**src/design/dws_pkg.sv**
```systemverilog
// Shared types and constants for the deque with search.
// No dependencies; dws_if, dws_front, dws_back and deque_with_search use this package.
`default_nettype none

package dws_pkg;

    localparam int OP_W   = 3;
    localparam int DATA_W = 32;
    localparam int POS_W  = 7;
    localparam int ST_W   = 2;

    typedef enum logic [OP_W-1:0] {
        OP_PUSH_FRONT = 3'd0,
        OP_PUSH_BACK  = 3'd1,
        OP_POP_FRONT  = 3'd2,
        OP_POP_BACK   = 3'd3,
        OP_SEARCH     = 3'd4,
        OP_DUMP       = 3'd5
    } op_t;

    typedef enum logic [ST_W-1:0] {
        ST_OK      = 2'd0,
        ST_FULL    = 2'd1,
        ST_EMPTY   = 2'd2,
        ST_NOMATCH = 2'd3
    } status_t;

    typedef enum logic {
        BK_IDLE,
        BK_SCAN
    } bk_state_t;

    typedef struct packed {
        op_t                      op;
        logic signed [DATA_W-1:0] value;
    } cmd_t;

endpackage

`default_nettype wire

```
**src/design/dws_if.sv**
```systemverilog
// Valid/ready channel interfaces for the request and result sides.
// Depends on dws_pkg for field widths.
`default_nettype none

interface dws_req_if;
    logic                               valid;
    logic                               ready;
    logic [dws_pkg::OP_W-1:0]           operation;
    logic signed [dws_pkg::DATA_W-1:0]  value;

    modport source (output valid, output operation, output value, input ready);
    modport sink   (input valid, input operation, input value, output ready);
endinterface

interface dws_rsp_if;
    logic                               valid;
    logic                               ready;
    logic [dws_pkg::ST_W-1:0]           status;
    logic [dws_pkg::POS_W-1:0]          position;
    logic signed [dws_pkg::DATA_W-1:0]  data;
    logic                               last;

    modport source (output valid, output status, output position, output data,
                    output last, input ready);
    modport sink   (input valid, input status, input position, input data,
                    input last, output ready);
endinterface

`default_nettype wire

```
**src/design/dws_ram.sv**
```systemverilog
// Generic single-write, single-read RAM with registered read data.
// No dependencies.
`default_nettype none

module dws_ram #(
    parameter int WIDTH = 32,
    parameter int DEPTH = 16
) (
    input  wire logic                       clk,
    input  wire logic                       wr_en,
    input  wire logic [$clog2(DEPTH)-1:0]   wr_addr,
    input  wire logic [WIDTH-1:0]           wr_data,
    input  wire logic                       rd_en,
    input  wire logic [$clog2(DEPTH)-1:0]   rd_addr,
    output logic      [WIDTH-1:0]           rd_data
);

    logic [WIDTH-1:0] mem_reg [DEPTH];
    logic [WIDTH-1:0] rd_data_reg;

    always_ff @(posedge clk)
    begin
        if (wr_en)
        begin
            mem_reg[wr_addr] <= wr_data;
        end
        if (rd_en)
        begin
            rd_data_reg <= mem_reg[rd_addr];
        end
    end

    assign rd_data = rd_data_reg;

endmodule

`default_nettype wire

```
**src/design/dws_front.sv**
```systemverilog
// Front end: takes request items, drops unused operation codes and queues the rest.
// Depends on dws_pkg and dws_if.
`default_nettype none

module dws_front (
    input  wire logic       clk,
    input  wire logic       rst_n,
    dws_req_if.sink         req,
    output logic            cmd_valid,
    output dws_pkg::cmd_t   cmd,
    input  wire logic       cmd_ready
);
    import dws_pkg::*;

    localparam int QUEUE_DEPTH = 2;
    localparam int QP_W        = $clog2(QUEUE_DEPTH);
    localparam int QF_W        = $clog2(QUEUE_DEPTH + 1);

    cmd_t            q_reg [QUEUE_DEPTH];
    logic [QP_W-1:0] wr_sel_reg, wr_sel_next;
    logic [QP_W-1:0] rd_sel_reg, rd_sel_next;
    logic [QF_W-1:0] fill_reg, fill_next;
    logic            keep;
    logic            take;

    assign req.ready = (fill_reg != QF_W'(QUEUE_DEPTH));
    assign keep      = req.valid && req.ready
                       && (req.operation inside {[OP_PUSH_FRONT:OP_DUMP]});
    assign cmd_valid = (fill_reg != '0);
    assign cmd       = q_reg[rd_sel_reg];
    assign take      = cmd_valid && cmd_ready;

    always_comb
    begin
        wr_sel_next = wr_sel_reg;
        rd_sel_next = rd_sel_reg;
        fill_next   = fill_reg;
        if (keep)
        begin
            wr_sel_next = (wr_sel_reg == QP_W'(QUEUE_DEPTH - 1)) ? '0 : wr_sel_reg + 1'b1;
        end
        if (take)
        begin
            rd_sel_next = (rd_sel_reg == QP_W'(QUEUE_DEPTH - 1)) ? '0 : rd_sel_reg + 1'b1;
        end
        case ({keep, take})
            2'b10:   fill_next = fill_reg + 1'b1;
            2'b01:   fill_next = fill_reg - 1'b1;
            default: fill_next = fill_reg;
        endcase
    end

    always_ff @(posedge clk or negedge rst_n)
    begin
        if (!rst_n)
        begin
            wr_sel_reg <= '0;
            rd_sel_reg <= '0;
            fill_reg   <= '0;
        end
        else
        begin
            wr_sel_reg <= wr_sel_next;
            rd_sel_reg <= rd_sel_next;
            fill_reg   <= fill_next;
        end
    end

    always_ff @(posedge clk)
    begin
        if (keep)
        begin
            q_reg[wr_sel_reg] <= '{op: op_t'(req.operation), value: req.value};
        end
    end

endmodule

`default_nettype wire

```
**src/design/dws_back.sv**
```systemverilog
// Back end: ring state, entry RAM and the sequencer for push, pop, search and dump.
// Depends on dws_pkg, dws_if and dws_ram.
`default_nettype none

module dws_back #(
    parameter int DEPTH = 16
) (
    input  wire logic           clk,
    input  wire logic           rst_n,
    input  wire logic           cmd_valid,
    input  wire dws_pkg::cmd_t  cmd,
    output logic                cmd_ready,
    dws_rsp_if.source           rsp
);
    import dws_pkg::*;

    localparam int IW = $clog2(DEPTH);
    localparam int CW = $clog2(DEPTH + 1);
    localparam int SW = CW + 1;

    bk_state_t                state_reg, state_next;
    logic [IW-1:0]            front_reg, front_next;
    logic [CW-1:0]            count_reg, count_next;
    logic [IW-1:0]            ptr_reg, ptr_next;
    logic [CW-1:0]            issued_reg, issued_next;
    logic                     b_valid_reg, b_valid_next;
    logic [IW-1:0]            b_off_reg, b_off_next;
    logic signed [DATA_W-1:0] key_reg, key_next;
    logic                     dump_reg, dump_next;

    logic                     out_valid_reg, out_valid_next;
    status_t                  out_status_reg, out_status_next;
    logic [POS_W-1:0]         out_pos_reg, out_pos_next;
    logic signed [DATA_W-1:0] out_data_reg, out_data_next;
    logic                     out_last_reg, out_last_next;

    logic                     wr_en;
    logic [IW-1:0]            wr_addr;
    logic                     rd_en;
    logic [DATA_W-1:0]        rd_data;

    logic                     out_free;
    logic                     full;
    logic                     empty;
    logic [SW-1:0]            tail_sum;
    logic [SW-1:0]            tail_idx;
    logic [IW-1:0]            front_dec;
    logic                     b_last;
    logic                     consume;
    logic                     issue;

    dws_ram #(
        .WIDTH (DATA_W),
        .DEPTH (DEPTH)
    ) u_ram (
        .clk     (clk),
        .wr_en   (wr_en),
        .wr_addr (wr_addr),
        .wr_data (cmd.value),
        .rd_en   (rd_en),
        .rd_addr (ptr_reg),
        .rd_data (rd_data)
    );

    assign out_free  = !out_valid_reg || rsp.ready;
    assign full      = (count_reg == CW'(DEPTH));
    assign empty     = (count_reg == '0);
    assign tail_sum  = SW'(front_reg) + SW'(count_reg);
    assign tail_idx  = (tail_sum >= SW'(DEPTH)) ? tail_sum - SW'(DEPTH) : tail_sum;
    assign front_dec = (front_reg == '0) ? IW'(DEPTH - 1) : front_reg - 1'b1;
    assign b_last    = (CW'(b_off_reg) == count_reg - 1'b1);

    always_comb
    begin
        state_next      = state_reg;
        front_next      = front_reg;
        count_next      = count_reg;
        ptr_next        = ptr_reg;
        issued_next     = issued_reg;
        b_valid_next    = b_valid_reg;
        b_off_next      = b_off_reg;
        key_next        = key_reg;
        dump_next       = dump_reg;
        out_valid_next  = out_valid_reg && !rsp.ready;
        out_status_next = out_status_reg;
        out_pos_next    = out_pos_reg;
        out_data_next   = out_data_reg;
        out_last_next   = out_last_reg;
        wr_en           = 1'b0;
        wr_addr         = front_dec;
        rd_en           = 1'b0;
        cmd_ready       = 1'b0;
        consume         = 1'b0;
        issue           = 1'b0;

        case (state_reg)
            BK_IDLE:
            begin
                cmd_ready = out_free;
                if (cmd_valid && out_free)
                begin
                    out_valid_next  = 1'b1;
                    out_status_next = ST_OK;
                    out_pos_next    = '0;
                    out_data_next   = '0;
                    out_last_next   = 1'b1;
                    case (cmd.op)
                        OP_PUSH_FRONT:
                        begin
                            if (full)
                            begin
                                out_status_next = ST_FULL;
                            end
                            else
                            begin
                                wr_en      = 1'b1;
                                wr_addr    = front_dec;
                                front_next = front_dec;
                                count_next = count_reg + 1'b1;
                            end
                        end
                        OP_PUSH_BACK:
                        begin
                            if (full)
                            begin
                                out_status_next = ST_FULL;
                            end
                            else
                            begin
                                wr_en      = 1'b1;
                                wr_addr    = tail_idx[IW-1:0];
                                count_next = count_reg + 1'b1;
                            end
                        end
                        OP_POP_FRONT:
                        begin
                            if (empty)
                            begin
                                out_status_next = ST_EMPTY;
                            end
                            else
                            begin
                                front_next = (front_reg == IW'(DEPTH - 1)) ? '0
                                             : front_reg + 1'b1;
                                count_next = count_reg - 1'b1;
                            end
                        end
                        OP_POP_BACK:
                        begin
                            if (empty)
                            begin
                                out_status_next = ST_EMPTY;
                            end
                            else
                            begin
                                count_next = count_reg - 1'b1;
                            end
                        end
                        OP_SEARCH, OP_DUMP:
                        begin
                            if (empty)
                            begin
                                out_status_next = ST_EMPTY;
                            end
                            else
                            begin
                                out_valid_next = 1'b0;
                                state_next     = BK_SCAN;
                                ptr_next       = front_reg;
                                issued_next    = '0;
                                b_valid_next   = 1'b0;
                                key_next       = cmd.value;
                                dump_next      = (cmd.op == OP_DUMP);
                            end
                        end
                        default:
                        begin
                            out_valid_next = 1'b0;
                        end
                    endcase
                end
            end
            BK_SCAN:
            begin
                consume = b_valid_reg && (out_free || !dump_reg);
                issue   = (issued_reg != count_reg) && (!b_valid_reg || consume);
                if (issue)
                begin
                    rd_en       = 1'b1;
                    ptr_next    = (ptr_reg == IW'(DEPTH - 1)) ? '0 : ptr_reg + 1'b1;
                    issued_next = issued_reg + 1'b1;
                    b_off_next  = issued_reg[IW-1:0];
                end
                b_valid_next = issue || (b_valid_reg && !consume);
                if (consume)
                begin
                    if (dump_reg)
                    begin
                        out_valid_next  = 1'b1;
                        out_status_next = ST_OK;
                        out_pos_next    = '0;
                        out_data_next   = rd_data;
                        out_last_next   = b_last;
                        if (b_last)
                        begin
                            state_next   = BK_IDLE;
                            b_valid_next = 1'b0;
                        end
                    end
                    else if ((rd_data == key_reg) || b_last)
                    begin
                        out_valid_next  = 1'b1;
                        out_data_next   = '0;
                        out_last_next   = 1'b1;
                        state_next      = BK_IDLE;
                        b_valid_next    = 1'b0;
                        if (rd_data == key_reg)
                        begin
                            out_status_next = ST_OK;
                            out_pos_next    = POS_W'(b_off_reg) + POS_W'(1);
                        end
                        else
                        begin
                            out_status_next = ST_NOMATCH;
                            out_pos_next    = '0;
                        end
                    end
                end
            end
            default:
            begin
                state_next = BK_IDLE;
            end
        endcase
    end

    always_ff @(posedge clk or negedge rst_n)
    begin
        if (!rst_n)
        begin
            state_reg     <= BK_IDLE;
            front_reg     <= '0;
            count_reg     <= '0;
            ptr_reg       <= '0;
            issued_reg    <= '0;
            b_valid_reg   <= 1'b0;
            b_off_reg     <= '0;
            dump_reg      <= 1'b0;
            out_valid_reg <= 1'b0;
        end
        else
        begin
            state_reg     <= state_next;
            front_reg     <= front_next;
            count_reg     <= count_next;
            ptr_reg       <= ptr_next;
            issued_reg    <= issued_next;
            b_valid_reg   <= b_valid_next;
            b_off_reg     <= b_off_next;
            dump_reg      <= dump_next;
            out_valid_reg <= out_valid_next;
        end
    end

    always_ff @(posedge clk)
    begin
        key_reg        <= key_next;
        out_status_reg <= out_status_next;
        out_pos_reg    <= out_pos_next;
        out_data_reg   <= out_data_next;
        out_last_reg   <= out_last_next;
    end

    assign rsp.valid    = out_valid_reg;
    assign rsp.status   = out_status_reg;
    assign rsp.position = out_pos_reg;
    assign rsp.data     = out_data_reg;
    assign rsp.last     = out_last_reg;

endmodule

`default_nettype wire

```
**src/design/deque_with_search.sv**
```systemverilog
// Deque with search: bounded double-ended queue of signed 32-bit values in a ring of DEPTH.
// Push and pop: front queue, then registered result; one item per cycle while rsp.ready is high.
// Search: scans from the front to the first match, or to the last entry with no match;
// dump: one result per entry, one per cycle while rsp.ready is high, via the RAM read port.
// Reset (rst_n, asynchronous, active low) empties the deque; the entry RAM is not cleared.
// Depends on dws_pkg, dws_if, dws_ram, dws_front and dws_back.
`default_nettype none

module deque_with_search #(
    parameter int DEPTH = 16
) (
    input  wire logic   clk,
    input  wire logic   rst_n,
    dws_req_if.sink     req,
    dws_rsp_if.source   rsp
);
    import dws_pkg::*;

    logic cmd_valid;
    logic cmd_ready;
    cmd_t cmd;

    dws_front u_front (
        .clk       (clk),
        .rst_n     (rst_n),
        .req       (req),
        .cmd_valid (cmd_valid),
        .cmd       (cmd),
        .cmd_ready (cmd_ready)
    );

    dws_back #(
        .DEPTH (DEPTH)
    ) u_back (
        .clk       (clk),
        .rst_n     (rst_n),
        .cmd_valid (cmd_valid),
        .cmd       (cmd),
        .cmd_ready (cmd_ready),
        .rsp       (rsp)
    );

    a_queue_ops_valid: assert property (@(posedge clk) disable iff (!rst_n)
        cmd_valid |-> (cmd.op <= OP_DUMP))
        else $error("unused operation code reached the back end");

    a_error_is_last: assert property (@(posedge clk) disable iff (!rst_n)
        (rsp.valid && (rsp.status != ST_OK)) |-> (rsp.last && (rsp.data == '0)))
        else $error("error result not final or carries data");

    a_position_only_on_match: assert property (@(posedge clk) disable iff (!rst_n)
        (rsp.valid && (rsp.position != '0)) |->
            ((rsp.status == ST_OK) && rsp.last && (rsp.data == '0)))
        else $error("position reported outside a search match");

    a_position_in_range: assert property (@(posedge clk) disable iff (!rst_n)
        rsp.valid |-> (rsp.position <= POS_W'(DEPTH)))
        else $error("position beyond deque depth");

endmodule

`default_nettype wire

```
**src/flat_wrapper.sv**
```systemverilog
// flat-port wrapper written by rule: the top's interface ports become plain ports
module deque_with_search_flat import dws_pkg::*;
#(
    parameter int DEPTH = 16
)
  (clk, rst_n, req_valid, req_operation, req_value, req_ready, rsp_valid, rsp_status, rsp_position, rsp_data, rsp_last, rsp_ready);
  dws_req_if req_i ();
  dws_rsp_if rsp_i ();
  input  wire logic clk;
  input  wire logic rst_n;
  input wire logic [$bits(req_i.valid)-1:0] req_valid;
  input wire logic [$bits(req_i.operation)-1:0] req_operation;
  input wire logic [$bits(req_i.value)-1:0] req_value;
  output wire logic [$bits(req_i.ready)-1:0] req_ready;
  output wire logic [$bits(rsp_i.valid)-1:0] rsp_valid;
  output wire logic [$bits(rsp_i.status)-1:0] rsp_status;
  output wire logic [$bits(rsp_i.position)-1:0] rsp_position;
  output wire logic [$bits(rsp_i.data)-1:0] rsp_data;
  output wire logic [$bits(rsp_i.last)-1:0] rsp_last;
  input wire logic [$bits(rsp_i.ready)-1:0] rsp_ready;
  assign req_i.valid = req_valid;
  assign req_i.operation = req_operation;
  assign req_i.value = req_value;
  assign req_ready = req_i.ready;
  assign rsp_valid = rsp_i.valid;
  assign rsp_status = rsp_i.status;
  assign rsp_position = rsp_i.position;
  assign rsp_data = rsp_i.data;
  assign rsp_last = rsp_i.last;
  assign rsp_i.ready = rsp_ready;
  deque_with_search #(.DEPTH(DEPTH)) u_core (.clk(clk), .rst_n(rst_n), .req(req_i), .rsp(rsp_i));
endmodule
```
**config.mk**
```make
export PLATFORM = sky130hd
export DESIGN_NAME = deque_with_search_flat
export DESIGN_NICKNAME = d
export VERILOG_FILES = /design/src/design/dws_pkg.sv /design/src/design/dws_if.sv /design/src/design/dws_ram.sv /design/src/design/dws_front.sv /design/src/design/dws_back.sv /design/src/design/deque_with_search.sv /design/src/flat_wrapper.sv
export SDC_FILE = /design/constraint.sdc
export NUM_CORES = 1
export LEC_CHECK = 0
export ABC_AREA = 1
export BUFFER_PORTS_ARGS = -buffer_cell sky130_fd_sc_hd__buf_2
export CAP_MARGIN = 30
export CORE_MARGIN = 2
export CORE_UTILIZATION = 42
export CTS_CLUSTER_SIZE = 24
export DETAILED_ROUTE_END_ITERATION = 6
export PLACE_DENSITY = 0.61
export SLEW_MARGIN = 20
export SYNTH_ARGS = -nofsm -noshare
export SYNTH_HDL_FRONTEND = slang
export SYNTH_HIERARCHICAL = 1
export SYNTH_SLANG_ARGS = --single-unit
```
**constraint.sdc**
```tcl
create_clock -name clk -period 4.9 [get_ports clk]
set_input_delay 0.245 -clock clk [delete_from_list [all_inputs] [get_ports clk]]
set_output_delay 0.245 -clock clk [all_outputs]
set_load 0.01 [all_outputs]
```
==> results.cfg, run 1 <==
[min_path]
worstHoldEndpoint = u_core/u_back/rsp.valid
hp-start = rsp_ready
hold_class = in2reg
holdPathStages = 4

[logic_synthesis]
syn_inst = 2831
yosys_register_bits = 716
async_flop_share_pct = 4.19
synth-main-ff-cell = edfxtp_1
syn_area_um2 = 30800
synth_cell_types = 46
yosysSeqAreaShare_pct = 69.3
syn_avg_cell_area_um2 = 10.9
yosys_warnings = 6
synth-edff-count = 686

[timing]
final-hold-violation-count = 0
rsz0062_at_grt = no
fin_tns_setup_ps = 0
tightestPinTransition_ps = 999
relSlewSlack_pct = 33.3
setup_viol_count_final = 0
period_minus_slack_ps = 3550
fmax_mhz = 281
fin_skew_ps = 27.7
fin_crit_sh_pct = 72.5
drv_slew = 0

[global_route]
grt_remaining_overflow = 0
grt_use_total_pct = 20.1
grt_first_pass_wirelength_um = 114000
grt_antenna_before_repair = 0
met2_usage_pct = 33.4
grt_pass1_vias = 19290
grt_use_met1_pct = 26.7
grt_max_degree = 130
globalRouteMet3Util_pct = 2.94
grt.busiest_layer = met2

[placed_design]
gp_congestion = 0.852
dp_hpwl_um = 45400
port_buffers = 80
dp_cells = 3778
dpl-instance-area_um2 = 32000

[worst_setup_path]
r2r_start = u_core/u_front/rd_sel_reg
worst-setup-path-type = reg2reg
cp-end-kind = flop
reg2reg_to = u_core/u_back/u_ram/mem_reg[13][6]
crit_path_max_fanout = 36
crit_required_ps = 5210
r2r_slack_ps = 1350
reg2reg_depth = 10
cp_data_arrival_time_ps = 3860
critical_path.startpoint_type = flop

[floorplanning]
io_pins = 83
die_h_um = 275
chipWidth_um = 275
start_util_pct = 42.3
coreArea_um2 = 72800
row_count = 99
die_area_um2 = 75600

[flow_run]
max-cap-violations = 0

[routing]
vias = 19843
initialDrtViolationCount = 2090
drc = 0
wire_per_inst_um = 19.1
via_per_inst = 5.01
first_pass_iters = 6
drt_wl_total_um = 75700
ant_nets = 0

[finish]
synthToLayoutAreaGrowth_pct = 13.5
final_core_util_pct = 48.0
layout_common_cells = 888 x nand2_1, 686 x edfxtp_1, 463 x inv_1
final_common_cell = nand2_1
fin_cells = 3959
nets = 2994
final_area_um2 = 35000
largest_reg_flops = 512
drive_gt1_share_pct = 9.34

[clocking]
htree_levels = 3
path_clk_slew_ps = 60
cts-root-buf = clkbuf_16
clk_latency_ps = 620
clock-sinks = 716
cts_tree = built
cts.path.max_buffers = 3
cts_buffers = 73
post_cts_resized = 0

[power_and_ir_drop]
irDropWorstVdd_mv = 0.249
power_density_nw_per_um2 = 371
total_power_mw = 13.0
p_leak_nw = 14.6

[outcome]
run_status = finished, final reports clean
-- worst max path at each step --
stage,start,end,slack (ps)
global route,u_core/u_front/rd_sel_reg,u_core/u_back/u_ram/mem_reg[13][5],1150
detailed placement,u_core/u_front/rd_sel_reg,u_core/u_back/u_ram/mem_reg[2][5],1150
floorplan,u_core/u_back/count_reg[0],u_core/u_back/u_ram/mem_reg[14][0],1270
global placement,u_core/u_front/rd_sel_reg,u_core/u_back/u_ram/mem_reg[2][2],1150
finish,u_core/u_front/rd_sel_reg,u_core/u_back/u_ram/mem_reg[13][6],1350
CTS,u_core/u_front/rd_sel_reg,u_core/u_back/u_ram/mem_reg[2][9],1110
-- layout make-up --
type                    instances  area, um^2
multi-input cells            1521        6980
fillers                      6498       37900
clock buffers                  88        1900
flip-flops and latches        716       21400
diodes                          1        2.50
well taps                     959        1200
repair buffers                156        1310
inverters                     474        1800
clock inverters                44         420
-- report_power, final --
| group | switching [mW] | internal, mW |
|---|---|---|
| clock | 2.31 | 3.11 |
| sequential | 0.0326 | 6.98 |
| combinational | 0.458 | 0.0953 |
-- critical path, cell delays in order (launching register included) --
cell and delay, ps:
dfrtp_1 440, buf_4 410, nand2_1 100, nand2_1 80
inv_1 100, nor4_4 440, nand2_1 100, o21ai_0 240
nand3_1 440, nor2_4 610, buf_16 250
-- metal layers --
metal / share of wire (%) / up-vias
met1: 42 / 9657
met2: 49 / 640
met5: 0 / -
met3: 6.0 / 132
met4: 3.6 / 0
li1: - / 9414
-- synth_stat cells (2+ instances only) --
library cell	count	area, um^2
a21oi_1	6	30.0
a31oi_1	2	12.5
buf_1	14	52.6
buf_12	2	40.0
buf_2	42	210
buf_4	12	90.1
buf_6	33	372
clkbuf_1	18	67.6
dfrtp_1	30	751
edfxtp_1	686	20600
ha_1	12	150
inv_1	466	1750
inv_2	5	18.8
inv_4	2	12.5
mux2_2	2	22.5
nand2_1	888	3330
nand2_2	12	75.1
nand2_4	3	33.8
nand3_1	410	2050
nand3_2	2	20.0
nand3b_1	2	15.0
nand4_1	2	12.5
nor2_1	77	289
nor2_2	2	12.5
nor3_1	5	25.0
o211ai_1	5	37.5
o21ai_0	26	130
or2_2	2	12.5
xnor2_1	30	263
xor2_1	17	149
-- timing repair --
action,CTS,global route
hold buffers,37,0
endpoints found under the hold margin,101,0
setup buffers,0,0
-- per-stage QoR --
step	hold slack [ps]	setup slack (ps)
global placement	354	1150
detailed placement	347	1150
floorplan	-50.6	1270
global route	111	1150
CTS	42.2	1110
finish	67.2	1350
-- kinds of logic (layout without fill, tap and decap cells) --
| logic type | after synthesis | in the layout | share of synthesized area [%] |
|---|---|---|---|
| and+or+nand+nor | 1410 | 1410 | 19.3 |
| DFF | 716 | 716 | 69.3 |
| buffers and inverters | 595 | 762 | 8.51 |
| xor gates and xnor gates | 47 | 47 | 1.34 |
| AOI/OAI and AO/OA | 45 | 45 | 0.885 |
| adders and majority gates | 13 | 13 | 0.552 |
| muxes | 4 | 4 | 0.154 |
| other | 1 | 3 | 0.0122 |
No activity file was read; power rests on OpenSTA's default activity.
==> run 2, diff against run 1 <==
PLACE_DENSITY = 0.64   (was 0.61)
clock period = 2.9 ns   (was 4.9 ns; I/O delays follow)
==> results.cfg, run 2 (same netlist as run 1, synthesis figures left out) <==
[outcome]
run_status = finished, final reports clean

[clocking]
cts-root-buf = clkbuf_16
htree_levels = 3
cts_tree = built
clk_latency_ps = 630
cts.path.max_buffers = 3
clock-sinks = 716
path_clk_slew_ps = 60
cts_buffers = 75

[worst_setup_path]
r2r_start = u_core/u_front/fill_reg[1]
slowest_stage = dfrtp_1
worst-setup-path-type = reg2reg
crit_buf_inv = 7
crit_path_end = u_core/u_back/u_ram/mem_reg[12][5]
critical_path.startpoint_type = flop
crit_path_max_fanout = 7
cp_top_family = buffers and inverters
reg2reg_depth = 14
reg2reg_to = u_core/u_back/u_ram/mem_reg[12][5]
worst_path_largest_cell_delay_ps = 380
r2r_slack_ps = 190
cp_data_arrival_time_ps = 3040
crit_required_ps = 3230
startpoint = u_core/u_front/fill_reg[1]
cp-end-kind = flop
cp.depth = 14
worstPathCellList = inv_1 > nand2_1 > inv_1 > nor3_4 > nand2_2 > nor4_4 > buf_12 > mux2_4 > buf_4 > inv_2 > nand2_4 > nor2_4 > buf_12 > clkbuf_16

[routing]
ant_nets = 0
initialDrtViolationCount = 2199
vias = 20140
drt_wl_total_um = 75300
first_pass_iters = 6
wire_per_inst_um = 18.6
via_per_inst = 4.99
drc = 0

[floorplanning]
chipWidth_um = 275
die_area_um2 = 75600
coreArea_um2 = 72800
row_count = 99
start_util_pct = 42.3
die_h_um = 275
io_pins = 83

[placed_design]
dpl-instance-area_um2 = 33000
port_buffers = 80
gp_congestion = 0.836
dpl_worst_slack_ps = 22.3
dp_hpwl_um = 45100

[finish]
seq_area_um2 = 21400
final_common_cell = nand2_1
synthToLayoutAreaGrowth_pct = 16.8
layout_common_cells = 885 x nand2_1, 686 x edfxtp_1, 462 x inv_1
nets = 3072
multiInputGateArea_um2 = 7000
largest_reg_flops = 512
filler_cell_count = 6379
final_area_um2 = 36000
n_antenna_cell = 0
drive_gt1_share_pct = 11.9

[global_route]
grt_max_degree = 132
grt_first_pass_wirelength_um = 114000
grt_use_total_pct = 20.0
grt_antenna_before_repair = 2
grt_remaining_overflow = 0
grt_pass1_vias = 19352

[power_and_ir_drop]
total_power_mw = 22.7
irDropWorstVdd_mv = 0.538
power_density_nw_per_um2 = 630
p_leak_nw = 15.2

[timing]
tightestPinTransition_ps = 932
fin_skew_ps = 31.4
fmax_mhz = 369
drv_slew = 0
relSlewSlack_pct = 37.9
setup_viol_count_final = 0
period_minus_slack_ps = 2710
setup_ws_ps = 187
final-hold-violation-count = 0
fin_crit_sh_pct = 93.6

[flow_run]
max-cap-violations = 0

[min_path]
hold_class = in2async
run 2: how the worst min path moves through the flow:
stage | from | end | slack [ps] | cells past startpoint
floorplan | rst_n | u_core/u_back/b_off_reg[0] | -150 | 0
global placement | rst_n | u_core/u_front/fill_reg[1] | 250 | 1
detailed placement | rst_n | u_core/u_front/wr_sel_reg | 250 | 1
CTS | rst_n | u_core/u_front/fill_reg[0] | 120 | 2
global route | rst_n | u_core/u_front/wr_sel_reg | 200 | 2
finish | rst_n | u_core/u_front/fill_reg[0] | 130 | 2
run 2: cell type report:
cell class                      count  share of cell area, %
Clock buffer                       95                   5.66
Clock inverter                     43                   1.36
Timing Repair Buffer              232                   5.89
Tap cell                          959                   3.33
Sequential cell                   716                   59.3
Multi-Input combinational cell   1521                   19.4
Inverter                          474                   4.99
run 2: per-stage QoR:
stage                     hold WS (ps)  util, %  setup TNS [ps]  cells
after floorplan                   -151        -          -94010   2832
after global placement             249     45.2           -5360   3857
after detailed placement           247     45.3               0   3859
after CTS                          124     49.3               0   4035
after global routing               195     49.4         -0.0329   4040
final                              131     49.4               0   4040
run 2: timing repair:
action                                  in CTS  in global routing
endpoints found under the hold margin      102                  0
endpoints found under the setup margin       0                402
hold buffers                                38                  0
buffers inserted                             0                  2
resized for setup                            0                 10
run 2: where the power goes:
part           internal [mW]  switching, mW  total, mW
registers               11.8         0.0501       11.8
clock network           5.89           3.99       9.88
logic                  0.220          0.749      0.969
run 2: routing by layer:
layer	wire, um	part of all wire, %	GRT usage (%)	up-vias
li1	-	-	-	9578
met1	33100	44	28.7	9664
met2	33900	45	30.5	776
met3	6320	8.4	3.73	118
met4	1960	2.6	6.98	4
met5	27	0.036	0	-
run 2: worst register-to-register path, stage by stage, from the launching register on:
cell and delay, ps:
dfrtp_1 380, inv_1 70, nand2_1 90, inv_1 80
nor3_4 130, nand2_2 100, nor4_4 280, buf_12 160
mux2_4 310, buf_4 140, inv_2 80, nand2_4 100
nor2_4 160, buf_12 150, clkbuf_16 200
==> run 3, diff against run 2 <==
GPL_TIMING_DRIVEN = 0   (was not set)
==> results.cfg, run 3 (same netlist as run 1, synthesis figures left out) <==
[outcome]
run_status = finished, final reports clean

[clocking]
cts_tree = built
cts_buffers = 74
cts-root-buf = clkbuf_16
clock-sinks = 716
clk_latency_ps = 630
cts.path.max_buffers = 3
htree_levels = 3
path_clk_slew_ps = 60

[global_route]
grt_antenna_before_repair = 0
grt_pass1_vias = 19672
grt_remaining_overflow = 0
grt_use_total_pct = 21.6
grt_first_pass_wirelength_um = 121000
grt_max_degree = 33

[routing]
initialDrtViolationCount = 2219
first_pass_iters = 6
ant_nets = 0
drt_wl_total_um = 82200
drc = 0
via_per_inst = 5.05
wire_per_inst_um = 20.0
vias = 20706

[placed_design]
gp_congestion = 0.839
dp_hpwl_um = 54700
port_buffers = 80
dpl_worst_slack_ps = -644

[worst_setup_path]
cp-end-kind = flop
worst-setup-path-type = reg2reg
critical_path.startpoint_type = flop
reg2reg_to = u_core/u_back/u_ram/mem_reg[0][5]
cp_common_cell = inv_2
crit_path_max_fanout = 8
crit_required_ps = 3230
r2r_start = u_core/u_back/count_reg[1]
worstPathCellList = inv_2 > ha_1 > nand3_2 > inv_2 > nand2_4 > inv_4 > nor4_4 > buf_6 > mux2_4 > inv_2 > nand2_4 > nor2_4 > buf_12 > clkbuf_16
reg2reg_depth = 14
cp_top_family = buffers and inverters
worst_path_largest_cell_delay_ps = 430
crit_buf_inv = 7
cp_data_arrival_time_ps = 3140
r2r_slack_ps = 90
slowest_stage = dfrtp_2

[floorplanning]
io_pins = 83
die_h_um = 275
coreArea_um2 = 72800
start_util_pct = 42.3
die_area_um2 = 75600
row_count = 99
chipWidth_um = 275

[timing]
fmax_mhz = 356
period_minus_slack_ps = 2810
fin_crit_sh_pct = 97.0
setup_viol_count_final = 0
drv_slew = 0
fin_skew_ps = 24.1
tightestPinTransition_ps = 1040
relSlewSlack_pct = 30.6
setup_ws_ps = 87.3
final-hold-violation-count = 0

[power_and_ir_drop]
total_power_mw = 22.1
irDropWorstVdd_mv = 0.333
p_leak_nw = 15.3
power_density_nw_per_um2 = 608

[min_path]
hold_class = in2async

[finish]
nets = 3134
final_common_cell = nand2_1
drive_gt1_share_pct = 13.0
layout_common_cells = 881 x nand2_1, 686 x edfxtp_1, 459 x inv_1
synthToLayoutAreaGrowth_pct = 18.1
largest_reg_flops = 512

[flow_run]
max-cap-violations = 0
run 3: worst max path at each step:
stage                                          start  slack [ps]                                  end  depth (start not counted)
after CTS                  u_core/u_front/rd_sel_reg          -3   u_core/u_back/u_ram/mem_reg[0][29]                         13
after floorplan           u_core/u_back/count_reg[0]        -250    u_core/u_back/u_ram/mem_reg[0][0]                         11
final                     u_core/u_back/count_reg[1]          90    u_core/u_back/u_ram/mem_reg[0][5]                         14
after global routing      u_core/u_back/count_reg[1]          -3   u_core/u_back/u_ram/mem_reg[0][27]                         14
after global placement     u_core/u_front/rd_sel_reg       -1530  u_core/u_back/u_ram/mem_reg[10][10]                         10
after detailed placement   u_core/u_front/rd_sel_reg        -640    u_core/u_back/u_ram/mem_reg[1][6]                         12
run 3: layout make-up:
class,count,area (um^2)
plain buffers,121,836
well taps,959,1200
fillers,6325,36400
repair buffers,174,1780
flip-flops and latches,716,21400
clock buffers,87,1930
clock inverters,48,449
inverters,474,1790
diodes,1,2.50
multi-input cells,1521,7050
run 3: repair_timing:
| action | 4_1_cts | 5_1_grt |
|---|---|---|
| pin swaps | 19 | 3 |
| hold endpoints to repair | 105 | 0 |
| gates resized for setup | 13 | 16 |
| buffers inserted | 24 | 8 |
| hold buffers | 38 | 0 |
| gates cloned | 0 | 2 |
| endpoints found under the setup margin | 512 | 539 |
run 3: power by group:
part | switching, mW | internal (mW)
registers | 0.0513 | 11.8
logic | 0.669 | 0.162
clock network | 4.01 | 5.43
total | 4.73 | 17.4
run 3: stage by stage:
step | TNS [ps] | cells | instance area [um^2] | hold WS (ps) | utilization, %
6_report | 0 | 4101 | 36400 | 137 | 50.0
5_1_grt | -8.86 | 4100 | 36400 | 207 | 50.0
4_1_cts | -2.75 | 4089 | 36200 | 145 | 49.7
3_5_place_dp | -259820 | 3892 | 33000 | 259 | 45.3
3_3_place_gp | -709670 | 3871 | 32500 | 251 | 44.6
2_1_floorplan | -94010 | 2832 | 30900 | -151 | -
run 3: routing by layer:
| layer | vias to the layer above | track usage [%] | share of wire [%] |
|---|---|---|---|
| met2 | 974 | 34.8 | 47 |
| li1 | 9714 | - | - |
| met5 | - | 0 | 0 |
| met3 | 191 | 3.33 | 8.3 |
| met4 | 0 | 9.53 | 4.2 |
| met1 | 9827 | 29.2 | 41 |
